File: config.mk
export PLATFORM = sky130hd
export DESIGN_NAME = vector_terminal_address_encoder_top
export DESIGN_NICKNAME = d
export VERILOG_FILES = /design/src/rtl/vtae_pkg.sv /design/src/rtl/vtae_front.sv /design/src/rtl/vtae_queue.sv /design/src/rtl/vtae_back.sv /design/src/rtl/vector_terminal_address_encoder_top.sv
export SDC_FILE = /design/constraint.sdc
export NUM_CORES = 1
export LEC_CHECK = 0
export BUFFER_PORTS_ARGS = -buffer_cell sky130_fd_sc_hd__buf_4
export CELL_PAD_IN_SITES_DETAIL_PLACEMENT = 0
export CELL_PAD_IN_SITES_GLOBAL_PLACEMENT = 1
export CORE_AREA = 3 3 154 126
export CTS_CLUSTER_SIZE = 40
export DETAILED_ROUTE_END_ITERATION = 12
export DIE_AREA = 0 0 157 129
export PLACE_DENSITY = 0.52
export SYNTH_ARGS = -nofsm -noshare
export SYNTH_HDL_FRONTEND = slang
export SYNTH_SLANG_ARGS = --single-unit
File: constraint.sdc
create_clock -name clk -period 2.9 [get_ports clk]
set_input_delay 0.58 -clock clk [delete_from_list [all_inputs] [get_ports clk]]
set_output_delay 0.58 -clock clk [all_outputs]
set_load 0.05 [all_outputs]
File: src/rtl/vtae_pkg.sv
// Shared types and constants for the vector terminal address encoder.
package vtae_pkg;

    typedef enum logic [2:0] {
        OP_MOVE  = 3'd0,
        OP_DRAW  = 3'd1,
        OP_PLOT  = 3'd2,
        OP_ALPHA = 3'd3,
        OP_CLEAR = 3'd4
    } op_e_t;

    localparam int unsigned SLOTS = 5;

    localparam logic [9:0] X_MAX = 10'd1023;
    localparam logic [9:0] Y_MAX = 10'd767;

    localparam logic [6:0] CH_GS    = 7'o035;
    localparam logic [6:0] CH_US    = 7'o037;
    localparam logic [6:0] CH_ESC   = 7'o033;
    localparam logic [6:0] CH_FF    = 7'o014;
    localparam logic [6:0] CH_AT    = 7'o100;
    localparam logic [6:0] TAG_HIGH = 7'o040;
    localparam logic [6:0] TAG_LOWY = 7'o140;
    localparam logic [6:0] TAG_LOWX = 7'o100;

    typedef struct packed {
        logic [2:0]         op;
        logic signed [15:0] x_coord;
        logic signed [15:0] y_coord;
    } in_beat_t;

    typedef struct packed {
        logic [6:0] out_byte;
        logic       last_byte;
    } out_beat_t;

    // One classified command: byte slots in send order, mask of those to send.
    typedef struct packed {
        logic [SLOTS-1:0][6:0] bytes;
        logic [SLOTS-1:0]      mask;
    } job_t;

endpackage

File: src/rtl/vtae_front.sv
// Front end: accepts commands, clamps and splits coordinates, filters repeats.
module vtae_front (
    input  logic              clk,
    input  logic              rst_n,
    input  logic              in_valid,
    output logic              in_ready,
    input  vtae_pkg::in_beat_t in_data,
    input  logic              q_full,
    output logic              push,
    output vtae_pkg::job_t    push_job
);

    logic [6:0] prev_high_y_reg, prev_high_y_next;
    logic [6:0] prev_low_y_reg,  prev_low_y_next;
    logic [6:0] prev_high_x_reg, prev_high_x_next;

    logic       accept;
    logic [9:0] x_clamp;
    logic [9:0] y_clamp;
    logic [6:0] hy, ly, hx, lx;
    logic       hx_diff;

    assign in_ready = !q_full;
    assign accept   = in_valid && in_ready;

    always_comb
    begin
        if (in_data.x_coord[15])
            x_clamp = 10'd0;
        else if (in_data.x_coord[14:0] > {5'd0, vtae_pkg::X_MAX})
            x_clamp = vtae_pkg::X_MAX;
        else
            x_clamp = in_data.x_coord[9:0];

        if (in_data.y_coord[15])
            y_clamp = 10'd0;
        else if (in_data.y_coord[14:0] > {5'd0, vtae_pkg::Y_MAX})
            y_clamp = vtae_pkg::Y_MAX;
        else
            y_clamp = in_data.y_coord[9:0];
    end

    assign hy = vtae_pkg::TAG_HIGH | {2'b00, y_clamp[9:5]};
    assign ly = vtae_pkg::TAG_LOWY | {2'b00, y_clamp[4:0]};
    assign hx = vtae_pkg::TAG_HIGH | {2'b00, x_clamp[9:5]};
    assign lx = vtae_pkg::TAG_LOWX | {2'b00, x_clamp[4:0]};
    assign hx_diff = (hx != prev_high_x_reg);

    always_comb
    begin
        push_job         = '0;
        prev_high_y_next = prev_high_y_reg;
        prev_low_y_next  = prev_low_y_reg;
        prev_high_x_next = prev_high_x_reg;
        unique case (in_data.op) inside
            vtae_pkg::OP_MOVE, vtae_pkg::OP_DRAW:
            begin
                push_job.bytes = {lx, hx, ly, hy, vtae_pkg::CH_GS};
                push_job.mask  = {1'b1, hx_diff, (ly != prev_low_y_reg) || hx_diff,
                                  hy != prev_high_y_reg, in_data.op == vtae_pkg::OP_MOVE};
                prev_high_y_next = hy;
                prev_low_y_next  = ly;
                prev_high_x_next = hx;
            end
            vtae_pkg::OP_PLOT:
            begin
                push_job.bytes[0] = vtae_pkg::CH_GS;
                push_job.bytes[1] = vtae_pkg::CH_AT;
                push_job.mask     = 5'b00011;
                prev_high_y_next  = '0;
                prev_low_y_next   = '0;
                prev_high_x_next  = '0;
            end
            vtae_pkg::OP_ALPHA:
            begin
                push_job.bytes[0] = vtae_pkg::CH_US;
                push_job.mask     = 5'b00001;
            end
            vtae_pkg::OP_CLEAR:
            begin
                push_job.bytes[0] = vtae_pkg::CH_ESC;
                push_job.bytes[1] = vtae_pkg::CH_FF;
                push_job.mask     = 5'b00011;
            end
            default:
            begin
                push_job = '0;  // undefined op: nothing sent, state kept
            end
        endcase
    end

    assign push = accept && (push_job.mask != '0);

    always_ff @(posedge clk or negedge rst_n)
    begin
        if (!rst_n)
        begin
            prev_high_y_reg <= '0;
            prev_low_y_reg  <= '0;
            prev_high_x_reg <= '0;
        end
        else if (accept)
        begin
            prev_high_y_reg <= prev_high_y_next;
            prev_low_y_reg  <= prev_low_y_next;
            prev_high_x_reg <= prev_high_x_next;
        end
    end

    a_plot_clears: assert property (@(posedge clk) disable iff (!rst_n)
        accept && in_data.op == vtae_pkg::OP_PLOT |=>
        prev_high_y_reg == '0 && prev_low_y_reg == '0 && prev_high_x_reg == '0)
        else $error("plot mode did not clear remembered bytes");

    a_drop_only_bad_op: assert property (@(posedge clk) disable iff (!rst_n)
        accept && (in_data.op == vtae_pkg::OP_MOVE || in_data.op == vtae_pkg::OP_DRAW)
        |-> push)
        else $error("move or draw produced no job");

    a_lowx_always: assert property (@(posedge clk) disable iff (!rst_n)
        push && (in_data.op == vtae_pkg::OP_MOVE || in_data.op == vtae_pkg::OP_DRAW)
        |-> push_job.mask[4])
        else $error("low-X byte missing from move or draw");

endmodule

File: src/rtl/vtae_queue.sv
// Small job queue between front end and byte sequencer.
module vtae_queue #(
    parameter int unsigned DEPTH = 2
) (
    input  logic           clk,
    input  logic           rst_n,
    input  logic           push,
    input  vtae_pkg::job_t push_job,
    output logic           full,
    input  logic           pop,
    output logic           q_valid,
    output vtae_pkg::job_t q_job
);

    localparam int unsigned PW = (DEPTH > 1) ? $clog2(DEPTH) : 1;
    localparam int unsigned CW = $clog2(DEPTH + 1);

    vtae_pkg::job_t entries [DEPTH];

    logic [PW-1:0] wr_ptr_reg, wr_ptr_next;
    logic [PW-1:0] rd_ptr_reg, rd_ptr_next;
    logic [CW-1:0] count_reg,  count_next;

    assign full    = (count_reg == CW'(DEPTH));
    assign q_valid = (count_reg != '0);
    assign q_job   = entries[rd_ptr_reg];

    always_comb
    begin
        wr_ptr_next = wr_ptr_reg;
        rd_ptr_next = rd_ptr_reg;
        count_next  = count_reg;
        if (push)
            wr_ptr_next = (wr_ptr_reg == PW'(DEPTH - 1)) ? '0 : wr_ptr_reg + 1'b1;
        if (pop)
            rd_ptr_next = (rd_ptr_reg == PW'(DEPTH - 1)) ? '0 : rd_ptr_reg + 1'b1;
        if (push && !pop)
            count_next = count_reg + 1'b1;
        else if (pop && !push)
            count_next = count_reg - 1'b1;
    end

    always_ff @(posedge clk or negedge rst_n)
    begin
        if (!rst_n)
        begin
            wr_ptr_reg <= '0;
            rd_ptr_reg <= '0;
            count_reg  <= '0;
        end
        else
        begin
            wr_ptr_reg <= wr_ptr_next;
            rd_ptr_reg <= rd_ptr_next;
            count_reg  <= count_next;
        end
    end

    always_ff @(posedge clk)
    begin
        if (push)
            entries[wr_ptr_reg] <= push_job;
    end

    a_no_overflow: assert property (@(posedge clk) disable iff (!rst_n)
        push |-> !full || pop)
        else $error("queue push while full");

    a_no_underflow: assert property (@(posedge clk) disable iff (!rst_n)
        pop |-> q_valid)
        else $error("queue pop while empty");

    a_count_bound: assert property (@(posedge clk) disable iff (!rst_n)
        count_reg <= CW'(DEPTH))
        else $error("queue count out of range");

endmodule

File: src/rtl/vtae_back.sv
// Byte sequencer: walks a job's send mask, one byte per cycle into the output register while that register is free.
module vtae_back (
    input  logic                clk,
    input  logic                rst_n,
    input  logic                q_valid,
    input  vtae_pkg::job_t      q_job,
    output logic                pop,
    output logic                out_valid,
    input  logic                out_ready,
    output vtae_pkg::out_beat_t out_data
);

    vtae_pkg::job_t      job_reg,       job_next;
    logic                busy_reg,      busy_next;
    logic                out_valid_reg, out_valid_next;
    vtae_pkg::out_beat_t out_data_reg,  out_data_next;

    logic [2:0]                    sel;
    logic [vtae_pkg::SLOTS-1:0]    sel_hot;
    logic [vtae_pkg::SLOTS-1:0]    rest;
    logic                          slot_free;
    logic                          emit;
    logic                          final_byte;

    // lowest pending slot goes next
    always_comb
    begin
        sel = '0;
        for (int i = vtae_pkg::SLOTS - 1; i >= 0; i--)
        begin
            if (job_reg.mask[i])
                sel = 3'(i);
        end
    end

    assign sel_hot    = vtae_pkg::SLOTS'(1) << sel;
    assign rest       = job_reg.mask & ~sel_hot;
    assign slot_free  = !out_valid_reg || out_ready;
    assign emit       = busy_reg && slot_free;
    assign final_byte = (rest == '0);
    assign pop        = q_valid && (!busy_reg || (emit && final_byte));

    always_comb
    begin
        job_next  = job_reg;
        busy_next = busy_reg;
        if (pop)
        begin
            job_next  = q_job;
            busy_next = 1'b1;
        end
        else if (emit)
        begin
            job_next.mask = rest;
            busy_next     = !final_byte;
        end
    end

    always_comb
    begin
        out_valid_next = out_valid_reg;
        out_data_next  = out_data_reg;
        if (emit)
        begin
            out_valid_next          = 1'b1;
            out_data_next.out_byte  = job_reg.bytes[sel];
            out_data_next.last_byte = final_byte;
        end
        else if (out_ready)
        begin
            out_valid_next = 1'b0;
        end
    end

    always_ff @(posedge clk or negedge rst_n)
    begin
        if (!rst_n)
        begin
            busy_reg      <= 1'b0;
            out_valid_reg <= 1'b0;
        end
        else
        begin
            busy_reg      <= busy_next;
            out_valid_reg <= out_valid_next;
        end
    end

    always_ff @(posedge clk)
    begin
        job_reg      <= job_next;
        out_data_reg <= out_data_next;
    end

    assign out_valid = out_valid_reg;
    assign out_data  = out_data_reg;

    a_busy_has_work: assert property (@(posedge clk) disable iff (!rst_n)
        busy_reg |-> job_reg.mask != '0)
        else $error("sequencer busy with empty mask");

    a_pop_when_ready: assert property (@(posedge clk) disable iff (!rst_n)
        pop |-> !busy_reg || final_byte)
        else $error("new job loaded over unfinished one");

    a_emit_needs_slot: assert property (@(posedge clk) disable iff (!rst_n)
        emit |=> out_valid_reg)
        else $error("emitted byte lost");

endmodule

File: src/rtl/vector_terminal_address_encoder_top.sv
// Top level of the vector terminal address encoder.
//
//  channel | dir | handshake              | beat
//  --------+-----+------------------------+------------------------------------
//  in      | in  | in_valid / in_ready    | in_beat_t  {op, x_coord, y_coord}
//  out     | out | out_valid / out_ready  | out_beat_t {out_byte, last_byte}
//
// Cycles: one output byte per cycle while the output register is free; a command
// sends 1 to 5 bytes, all through the single-byte output register in the sequencer.
// Commands are taken back to back while the job queue has room; an undefined
// op is taken and sends nothing.
// Reset: clears the queue, the sequencer and the remembered Y/X bytes.
// Stalls: out_ready low holds the output register; the front keeps accepting
// until the queue (QUEUE_DEPTH jobs) fills.
module vector_terminal_address_encoder_top #(
    parameter int unsigned QUEUE_DEPTH = 2
) (
    input  logic                clk,
    input  logic                rst_n,
    input  logic                in_valid,
    output logic                in_ready,
    input  vtae_pkg::in_beat_t  in_data,
    output logic                out_valid,
    input  logic                out_ready,
    output vtae_pkg::out_beat_t out_data
);

    logic           push;
    logic           pop;
    logic           q_full;
    logic           q_valid;
    vtae_pkg::job_t push_job;
    vtae_pkg::job_t q_job;

    // front: clamp, split, drop repeated bytes, track remembered bytes
    vtae_front u_front (
        .clk      (clk),
        .rst_n    (rst_n),
        .in_valid (in_valid),
        .in_ready (in_ready),
        .in_data  (in_data),
        .q_full   (q_full),
        .push     (push),
        .push_job (push_job)
    );

    // decouples command intake from byte output
    vtae_queue #(
        .DEPTH (QUEUE_DEPTH)
    ) u_queue (
        .clk      (clk),
        .rst_n    (rst_n),
        .push     (push),
        .push_job (push_job),
        .full     (q_full),
        .pop      (pop),
        .q_valid  (q_valid),
        .q_job    (q_job)
    );

    // back: serializes each job's selected bytes, tags the final one
    vtae_back u_back (
        .clk       (clk),
        .rst_n     (rst_n),
        .q_valid   (q_valid),
        .q_job     (q_job),
        .pop       (pop),
        .out_valid (out_valid),
        .out_ready (out_ready),
        .out_data  (out_data)
    );

endmodule
; After elaboration in Yosys (flattened, before gate mapping)
; Memories as Yosys holds them, arrays and structs flattened.
; Cells that the tools add are included.
[totals]
reg_bits = 75
mem_bits_rw = 76
in_bits = 39
output_inout_bits = 10
wordCells = 90
memories = 1
[classes]
n_addsub = 4
order_cmp = 3
n_eq_ne = 8
shifts = 1
muxes = 29
n_bitwise = 2
reduce_logical = 26
[memory_table]
columns = name, words, width, rd, rd_ports_with_merged_regs, write_ports, line_no
row1 = u_queue.entries, 2, 38, 1, 0, 1, vtae_queue.sv:18  ; vtae_pkg::job_t entries [DEPTH];
[ops]
columns = op, count
row1 = $pmux 7 s2, 3
row2 = $mux 10, 4
row3 = $pmux 10 s4, 1
row4 = $gt 15x10->1 const B, 2
row5 = $bmux 7 s3, 1
row6 = $mux 21, 1
row7 = $pmux 7 s3, 1
row8 = $mux 3, 5
row9 = $ne 6x7->1, 2
row10 = $mux 5, 2
row11 = $reduce_bool 2->1, 5
row12 = $mux 1, 8
row13 = $logic_and 1x1->1, 7
row14 = $mux 7, 1
row15 = $ne 7x7->1, 1
row16 = $eq 3x2->1 const B, 2
row17 = $logic_not 1->1, 6
row18 = $and 5x5->5, 1
row19 = $logic_not 5->1, 1
row20 = $not 5->5, 1
row21 = $reduce_bool 5->1, 1
row22 = $shl 1x3->5 const A, 1
row23 = $lt 3x4->1 const B, 1
row24 = $mux 2, 2
row25 = 10 further kinds, 13

; Logic depth before layout (Yosys ltp)
; Gate-level depths: netlist (run 1).
[depth]
depth_word = 15
mapped_depth = 9
depth_no_buf = 8

; Hierarchy
; Synthesis (run 1) repeated with hierarchy kept, for this count alone.
[unflattened]
hier_cells = 483
area_unflattened_um2 = 6820.3
[modules_own_cells]
columns = module, n_inst, cells_per_inst, area_per_inst_um2, seq_area_each_um2
row1 = vtae_queue, 1, 141, 3279.4, 2502.4
row2 = vtae_back, 1, 131, 2030.7, 1491.4
row3 = vtae_front, 1, 211, 1510.2, 400.4

; Least setup slack after synthesis (run 1)
; No wires, ideal clock.
[synth_timing]
path_kind = reg-to-reg
startpoint = register u_queue.count_reg[0]
endpoint = memory u_queue.entries[0][0] (netlist name), enable pin
setup_ns = 0.417
t_arrival_ns = 2.501
t_required_ns = 2.483
setup_slack_ns = -0.018
path_stages_with_launch = 4
path_buffers = 0
synth_period_minus_slack_ns = 2.918
path_cell_list = dfrtp_1 nand2b_1 nand3_1 nor2_1
[synth_via]
elab_chain_cells = 6
[synth_rtl]
columns = item, line_no
row1 = start: declaration, vtae_queue.sv:22  ; logic [CW-1:0] count_reg, count_next;
row2 = start signal: assignment, vtae_queue.sv:55  ; count_reg <= count_next;
row3 = $eq 2x2->1, vtae_queue.sv:24  ; assign full = (count_reg == CW'(DEPTH));
row4 = $logic_not 1->1, vtae_front.sv:23  ; assign in_ready = !q_full;
row5 = net in_ready, vector_terminal_address_encoder_top.sv:21  ; output logic in_ready,
row6 = $logic_and 1x1->1, vtae_front.sv:24  ; assign accept = in_valid && in_ready;
row7 = $logic_and 1x1->1, vtae_front.sv:92  ; assign push = accept && (push_job.mask != '0);
row8 = $mux 1, vtae_queue.sv:61  ; if (push)
row9 = $mux 1 (implied by the code), vtae_queue.sv:62  ; entries[wr_ptr_reg] <= push_job;
row10 = end: declaration, vtae_queue.sv:18
; The timed path passes the listed nets, and every way through them passes these cells.

; Worst setup path in the final report (run 1)
[layout_timing]
startpoint = register u_back.job_reg[1] (netlist name)
endpoint = register u_back.job_reg[14] (netlist name), enable pin
[layout_via]
elab_chain_cells = 9
[layout_rtl]
columns = item, line_no
row1 = start: declaration, vtae_back.sv:13  ; vtae_pkg::job_t job_reg, job_next;
row2 = start signal: assignment, vtae_back.sv:91  ; job_reg <= job_next;
row3 = $mux 3 (2 in series), vtae_back.sv:31  ; if (job_reg.mask[i])
row4 = $shl 1x3->5, vtae_back.sv:36  ; assign sel_hot = vtae_pkg::SLOTS'(1) << sel;
row5 = $not 5->5, vtae_back.sv:37  ; assign rest = job_reg.mask & ~sel_hot;
row6 = $and 5x5->5 (*), vtae_back.sv:37
row7 = $logic_not 5->1 (*), vtae_back.sv:40  ; assign final_byte = (rest == '0);
row8 = net u_back.final_byte, vtae_back.sv:23  ; logic final_byte;
row9 = $logic_and 1x1->1 (*), vtae_back.sv:41  ; assign pop = q_valid && (!busy_reg || (emit && final_byte));
row10 = $logic_or 1x1->1 (*), vtae_back.sv:41
row11 = $logic_and 1x1->1 (*), vtae_back.sv:41
row12 = net pop, vector_terminal_address_encoder_top.sv:29  ; logic pop;
; Mark *: on every way through the listed nets, which the timed path passes. The rest lies on a longest branch.
; A chain may end at the register's enable or synchronous reset.

==> run summary, run 1 <==
### Outcome
- finished clean — run status

### STA
- 2.25 ns — Tmin final
- 0 — hold violation count in the final report
- 0.497 — remaining max-slew budget at the tightest pin
- 0 — final count of pins violating max slew
- 0.775 — fin crit share
- 0 ns — setup TNS
- 0.651 ns — setup slack after layout
- 0.749 ns — slew at the pin with the worst max-slew slack
- 0.0111 ns — post-route clock skew
- 445 MHz — maximum operating frequency
- 0 — endpoints failing setup
- false — RSZ-0062 raised after global routing

### Floorplanning
- 18000 um^2 — core footprint
- 20300 um^2 — full die area
- 44 — num rows
- 157 um — Die Width
- 0.300 — starting density of the core
- 129 um — Vert. Die Dim
- 49 — Top-Level Pins

### Logic synthesis
- 121 — count of state elements after synthesis
- 99 — EDFF count, synth
- 0.653 — register area share after synthesis
- 59 — count of distinct cell types in the synthesized netlist
- 12.9 um^2 — Avg Inst Size Synth
- 0 — total of warnings raised by yosys
- 0.182 — Synth async-reset ratio
- 457 — number of nets in the synthesized netlist
- 417 — Synth Instances
- 5390 um^2 — Synth Cell Area
- edfxtp_1 — Main synth FF type

### Layout
- 0.369 — end-of-flow core utilization
- 0.250 — share of cells above drive strength 1
- 23.2% — Layout Area Growth over Synthesis
- edfxtp_1, buf_4, nor2_1 — commonest cells after routing, fill and taps aside
- 0 — # diodes
- 60 — Largest register FFs
- edfxtp_1 — most common library cell in the layout ignoring fill and taps
- 515 — Final Net Count

### Clocking
- 0 — number of cells upsized or downsized after cts
- 0 — total setup buffers inserted after CTS
- 2 — clock buffer depth
- 121 — Clock Sinks
- done — CTS tree
- 0.41 ns — clock insertion delay at the later pin of the skew report
- clkbuf_16 — clock root cell
- 0 — number of buffers inserted for hold repair after clock tree synthesis
- 17 — total clock buffers created by CTS
- 0.05 ns — post-CTS clock slew at the launch and capture registers of the worst setup and hold paths
- 4 — Clock H-tree levels

### Detailed routing
- 258 — number of DRC violations after detailed-routing iteration 0
- 12200 um — detailed-route wire length
- 3452 — vias after detailed routing
- 4 — drt first pass iters
- 0 — remaining antenna violation count
- 0 — post-route DRC violation count
- 17.0 um — post-detailed-route wirelength per cell
- 4.81 — mean number of vias per cell

### Setup path
- 6 — cell depth of the worst flop-to-flop path
- 2.97 ns — required time at the endpoint of the critical path
- u_back.job_reg[1] — startpoint of the most critical register-to-register path
- register to register — CP Class
- u_back.job_reg[14] — Worst R2R End
- 0.65 ns — minimum setup slack among reg-to-reg paths
- register — Setup crit end kind
- register — sort of element at the start of the critical path
- 2.32 ns — Arr. time, crit path
- 26 — peak fanout along the critical path

### Run
- 0 — maximum capacitance violations

### GRT
- 0 — number of antenna violations at the first check in global routing
- 19300 um — first-pass GRT wire length
- 3397 — via count of the first global-routing pass
- 0.129 — GRT Resource Usage Total
- 0 — Overflow after GRT
- 32 — maximum number of pins on one net before global-route repair

### Placement
- 8230 um — detailed placement HPWL
- 0.772 — RD Place Congestion
- 0.217 ns — pre-CTS setup slack
- 48 — number of buffer cells added on primary ports

### Pwr
- 2.48 nW — reported leakage power
- 1040 nW/um^2 — power per standard cell area
- 324 uV — worst voltage drop across the vdd grid

### Worst hold path
- input port to asynchronous set/reset pin — worst hold path class

power by group:
group / internal (mW) / switching [mW]
registers: 2.60 / 0.323
clock network: 1.39 / 0.701
logic: 0.744 / 1.14
worst max-delay path: stages, from the launching register on:
cell and delay, ns:
edfxtp_1 0.53, maj3_2 0.36, o31ai_2 0.26, a21bo_2 0.22
o21ai_4 0.13, inv_1 0.08, buf_4 0.32
cell families after synthesis:
family / Yosys count / synth area share
and+or+nand+nor: 143 / 0.138
DFF: 121 / 0.653
AOI/OAI and AO/OA: 77 / 0.0937
muxes: 38 / 0.0777
buffers and inverters: 28 / 0.0202
xor gates and xnor gates: 8 / 0.0130
adders and majority gates: 2 / 0.00441
synth_stat cells (all sizes together) (2+ instances only):
cell	number	area, um^2
o2111ai	3	26.3
nor2b	6	37.5
o21ai	31	166
nor4bb	5	50.1
nor3b	2	15.0
nand4	4	25.0
nor4b	2	17.5
mux2	28	319
or3	4	25.0
o21ba	2	20.0
nand4b	3	26.3
nand3b	2	15.0
or2	3	18.8
o31ai	2	20.0
nor4	6	52.6
dfrtp	22	551
edfxtp	99	2970
clkbuf	11	41.3
xnor2	5	43.8
buf	6	26.3
xor2	3	26.3
a22o	5	43.8
a21oi	18	90.1
or4	2	18.8
nand2	29	109
nor3	3	15.0
mux2i	10	100
and2	4	25.0
nand3	5	25.0
nand2b	7	43.8
inv	11	41.3
nor2	54	203
layout make-up:
type	count	area [um^2]
inverters	11	41.3
fillers	1710	11400
multi-input cells	268	1760
clock inverters	9	125
repair buffers	56	433
flip-flops and latches	121	3520
well taps	230	288
clock buffers	23	468
worst max path at each step:
stage | startpoint | to | slack (ns) | cells after the start
floorplan | u_queue.count_reg[0] | u_queue.entries[1][0] | 0.44 | 4
global placement | in_data[29] | u_queue.entries[0][2] | 0.34 | 6
detailed placement | in_data[29] | u_queue.entries[1][2] | 0.22 | 6
CTS | u_back.job_reg[1] | u_back.job_reg[29] | 0.61 | 6
global route | in_data[29] | u_queue.entries[1][2] | 0.39 | 6
finish | u_back.job_reg[1] | u_back.job_reg[14] | 0.65 | 6
through the flow:
stage / area (um^2) / hold WS (ns) / instances / power (mW)
after CTS: 6640 / 0.0842 / 718 / 6.99
after floorplan: 5400 / 0.284 / 417 / 4.20
after global routing: 6640 / 0.0833 / 718 / 7.31
final: 6640 / 0.0925 / 718 / 6.89
after detailed placement: 6050 / 0.468 / 686 / 4.88
after global placement: 6050 / 0.453 / 686 / 4.84
routing by layer:
metal / vias up / wire (um) / track usage
li1: 1678 / - / -
met1: 1666 / 6200 / 0.186
met2: 99 / 5290 / 0.184
met3: 9 / 612 / 0.0434
met4: 0 / 99 / 0.0386
met5: - / 0 / 0
Power figures use the tool's default switching activity.
==> inputs of run 2 (changes only) <==
clock period = 2.2 ns   (was 2.9 ns; I/O delays follow)
==> run summary, run 2 (synthesized netlist as in run 1, its figures left out) <==
### Outcome
- finished clean — run status

### Pwr
- 9.15 mW — post-layout total power, +33%
- 1340 nW/um^2 — power per standard cell area, +29%
- 538 uV — worst voltage drop across the vdd grid, +66%
- 2.58 nW — reported leakage power, +4.2%

### Setup path
- u_back.job_reg[0] — startpoint of the most critical register-to-register path
- 0.40 ns — slowest cell delay on critical path, -0.13 ns
- 9 — peak fanout along the critical path, -65%
- 2.53 ns — required time at the endpoint of the critical path, -0.44 ns
- 9 — cell depth of the worst flop-to-flop path, +3
- xor2_1 — Most common cell on crit path
- register to register — CP Class
- u_queue.count_reg[1] — Worst R2R End
- buf_4, a2111o_1, o31ai_4, a21bo_2, o21ai_4, ha_1, xor2_1, nor2_1, xor2_1 — CP Cell Sequence
- u_queue.count_reg[1] — worst setup path endpoint
- 0.14 ns — minimum setup slack among reg-to-reg paths, -0.51 ns
- u_back.job_reg[0] — beginning of the critical path
- edfxtp_1 — slowest stage cell on the critical path
- register — Setup crit end kind
- register — sort of element at the start of the critical path
- 2.39 ns — Arr. time, crit path, +0.07 ns

### Floorplanning
- 129 um — Vert. Die Dim, unchanged
- 20300 um^2 — full die area, unchanged
- 18000 um^2 — core footprint, unchanged
- 44 — num rows, unchanged
- 49 — Top-Level Pins, unchanged
- 157 um — Die Width, unchanged
- 0.300 — starting density of the core, unchanged

### GRT
- 31 — maximum number of pins on one net before global-route repair, -3.1%
- 0 — number of antenna violations at the first check in global routing, unchanged
- 0 — Overflow after GRT, unchanged
- 0.131 — GRT Resource Usage Total, +0.00201
- 3592 — via count of the first global-routing pass, +5.7%
- 19900 um — first-pass GRT wire length, +3.2%

### Clocking
- 4 — Clock H-tree levels, unchanged
- 0.41 ns — clock insertion delay at the later pin of the skew report, about the same
- done — CTS tree
- clkbuf_16 — clock root cell
- 121 — Clock Sinks, unchanged
- 17 — total clock buffers created by CTS, unchanged
- 0 — total setup buffers inserted after CTS, unchanged
- 2 — clock buffer depth, unchanged
- 0.05 ns — post-CTS clock slew at the launch and capture registers of the worst setup and hold paths, about the same

### Layout
- 740 — Final Instance Count excl. Fillers, +3.1%
- 0.286 — share of cells above drive strength 1, +0.0363
- 6830 um^2 — post-route cell area, +2.8%
- 1724 — number of fillers in the final layout, +0.82%
- edfxtp_1 — most common library cell in the layout ignoring fill and taps
- edfxtp_1, buf_4, nor2_1 — commonest cells after routing, fill and taps aside
- 0 — # diodes, unchanged
- 60 — Largest register FFs, unchanged
- 537 — Final Net Count, +4.3%
- 26.6% — Layout Area Growth over Synthesis

### STA
- 0.662 — remaining max-slew budget at the tightest pin, +0.165
- 0 — final count of pins violating max slew, unchanged
- 0.00716 ns — post-route clock skew, -0.00393 ns
- 0 — endpoints failing setup, unchanged
- 485 MHz — maximum operating frequency, +9.1%
- 0.337 ns — hold slack, +0.244 ns
- 0.937 — fin crit share, +0.161
- 2.06 ns — Tmin final, -0.188 ns
- false — RSZ-0062 raised after global routing
- 0 — hold violation count in the final report, unchanged
- 0.507 ns — slew at the pin with the worst max-slew slack, -0.242 ns

### Placement
- 6250 um^2 — Post-DP Area, +3.4%
- 707 — number of cells in the design after placement, +3.1%
- 0.763 — RD Place Congestion, -1.2%
- 48 — number of buffer cells added on primary ports, unchanged
- 8570 um — detailed placement HPWL, +4.1%

### Detailed routing
- 199 — number of DRC violations after detailed-routing iteration 0, -23%
- 12200 um — detailed-route wire length, -0.18%
- 0 — remaining antenna violation count, unchanged
- 3518 — vias after detailed routing, +1.9%
- 4.75 — mean number of vias per cell, -1.1%
- 0 — post-route DRC violation count, unchanged
- 16.5 um — post-detailed-route wirelength per cell, -3.1%
- 4 — drt first pass iters, unchanged

### Run
- 0 — maximum capacitance violations, unchanged

### Worst hold path
- 3 — Cells on Worst Hold Path
- input port to register — worst hold path class

## run 2: cell type report
class                      instances  area [um^2]  share of cell area
sequential                       121         3520               0.516
multi-input combinational        268         1780               0.260
timing repair buffer              78          638              0.0935
clock buffer                      21          450              0.0660
tap                              230          288              0.0422
clock inverter                    11          104              0.0152
inverter                          11         45.0             0.00660
## run 2: worst min path at each step
stage	from	end	slack, ns
CTS	out_ready	u_back.out_valid	0.31
global route	in_data[25]	u_front.prev_high_x_reg[4]	0.34
floorplan	rst_n	u_back.busy_reg	0.14
finish	in_data[21]	u_front.prev_high_x_reg[0]	0.34
global placement	rst_n	u_back.out_valid	0.39
detailed placement	rst_n	u_back.out_valid	0.39
## run 2: per-layer routing
| layer | GRT usage | routed length, um | up-vias |
|---|---|---|---|
| li1 | - | - | 1720 |
| met1 | 0.190 | 6200 | 1698 |
| met2 | 0.186 | 5250 | 87 |
| met3 | 0.0410 | 617 | 13 |
| met4 | 0.0443 | 122 | 0 |
| met5 | 0 | 0 | - |
## run 2: per-stage QoR
stage | TNS, ns | util | setup slack, ns
finish | 0 | 0.379 | 0.139
global route | 0 | 0.379 | 0.0439
CTS | 0 | 0.379 | 0.0693
detailed placement | -0.0464 | 0.347 | -0.0232
global placement | 0 | 0.347 | 0.0261
floorplan | 0 | - | 0.00344
## run 2: worst max-delay path, delay by kind of cell, from the launching register on
family	cells	cell delay [ns]
buf+inv	1	0.18
compound gates	4	0.74
simple gates	1	0.12
xor+xnor	2	0.29
flops	1	0.40
fa+ha+maj	1	0.24
## run 2: repair_timing
| item | CTS | global route |
|---|---|---|
| gates resized for setup | 0 | 1 |
| endpoints found under the setup margin | 0 | 1 |
| hold endpoints to repair | 22 | 0 |
| hold buffers | 1 | 0 |
## run 2: power by group
group | leakage (nW) | total (mW) | switching [mW] | internal, mW
clock network | 0.281 | 2.59 | 0.916 | 1.67
logic | 1.10 | 2.77 | 1.60 | 1.17
registers | 1.20 | 3.79 | 0.369 | 3.42
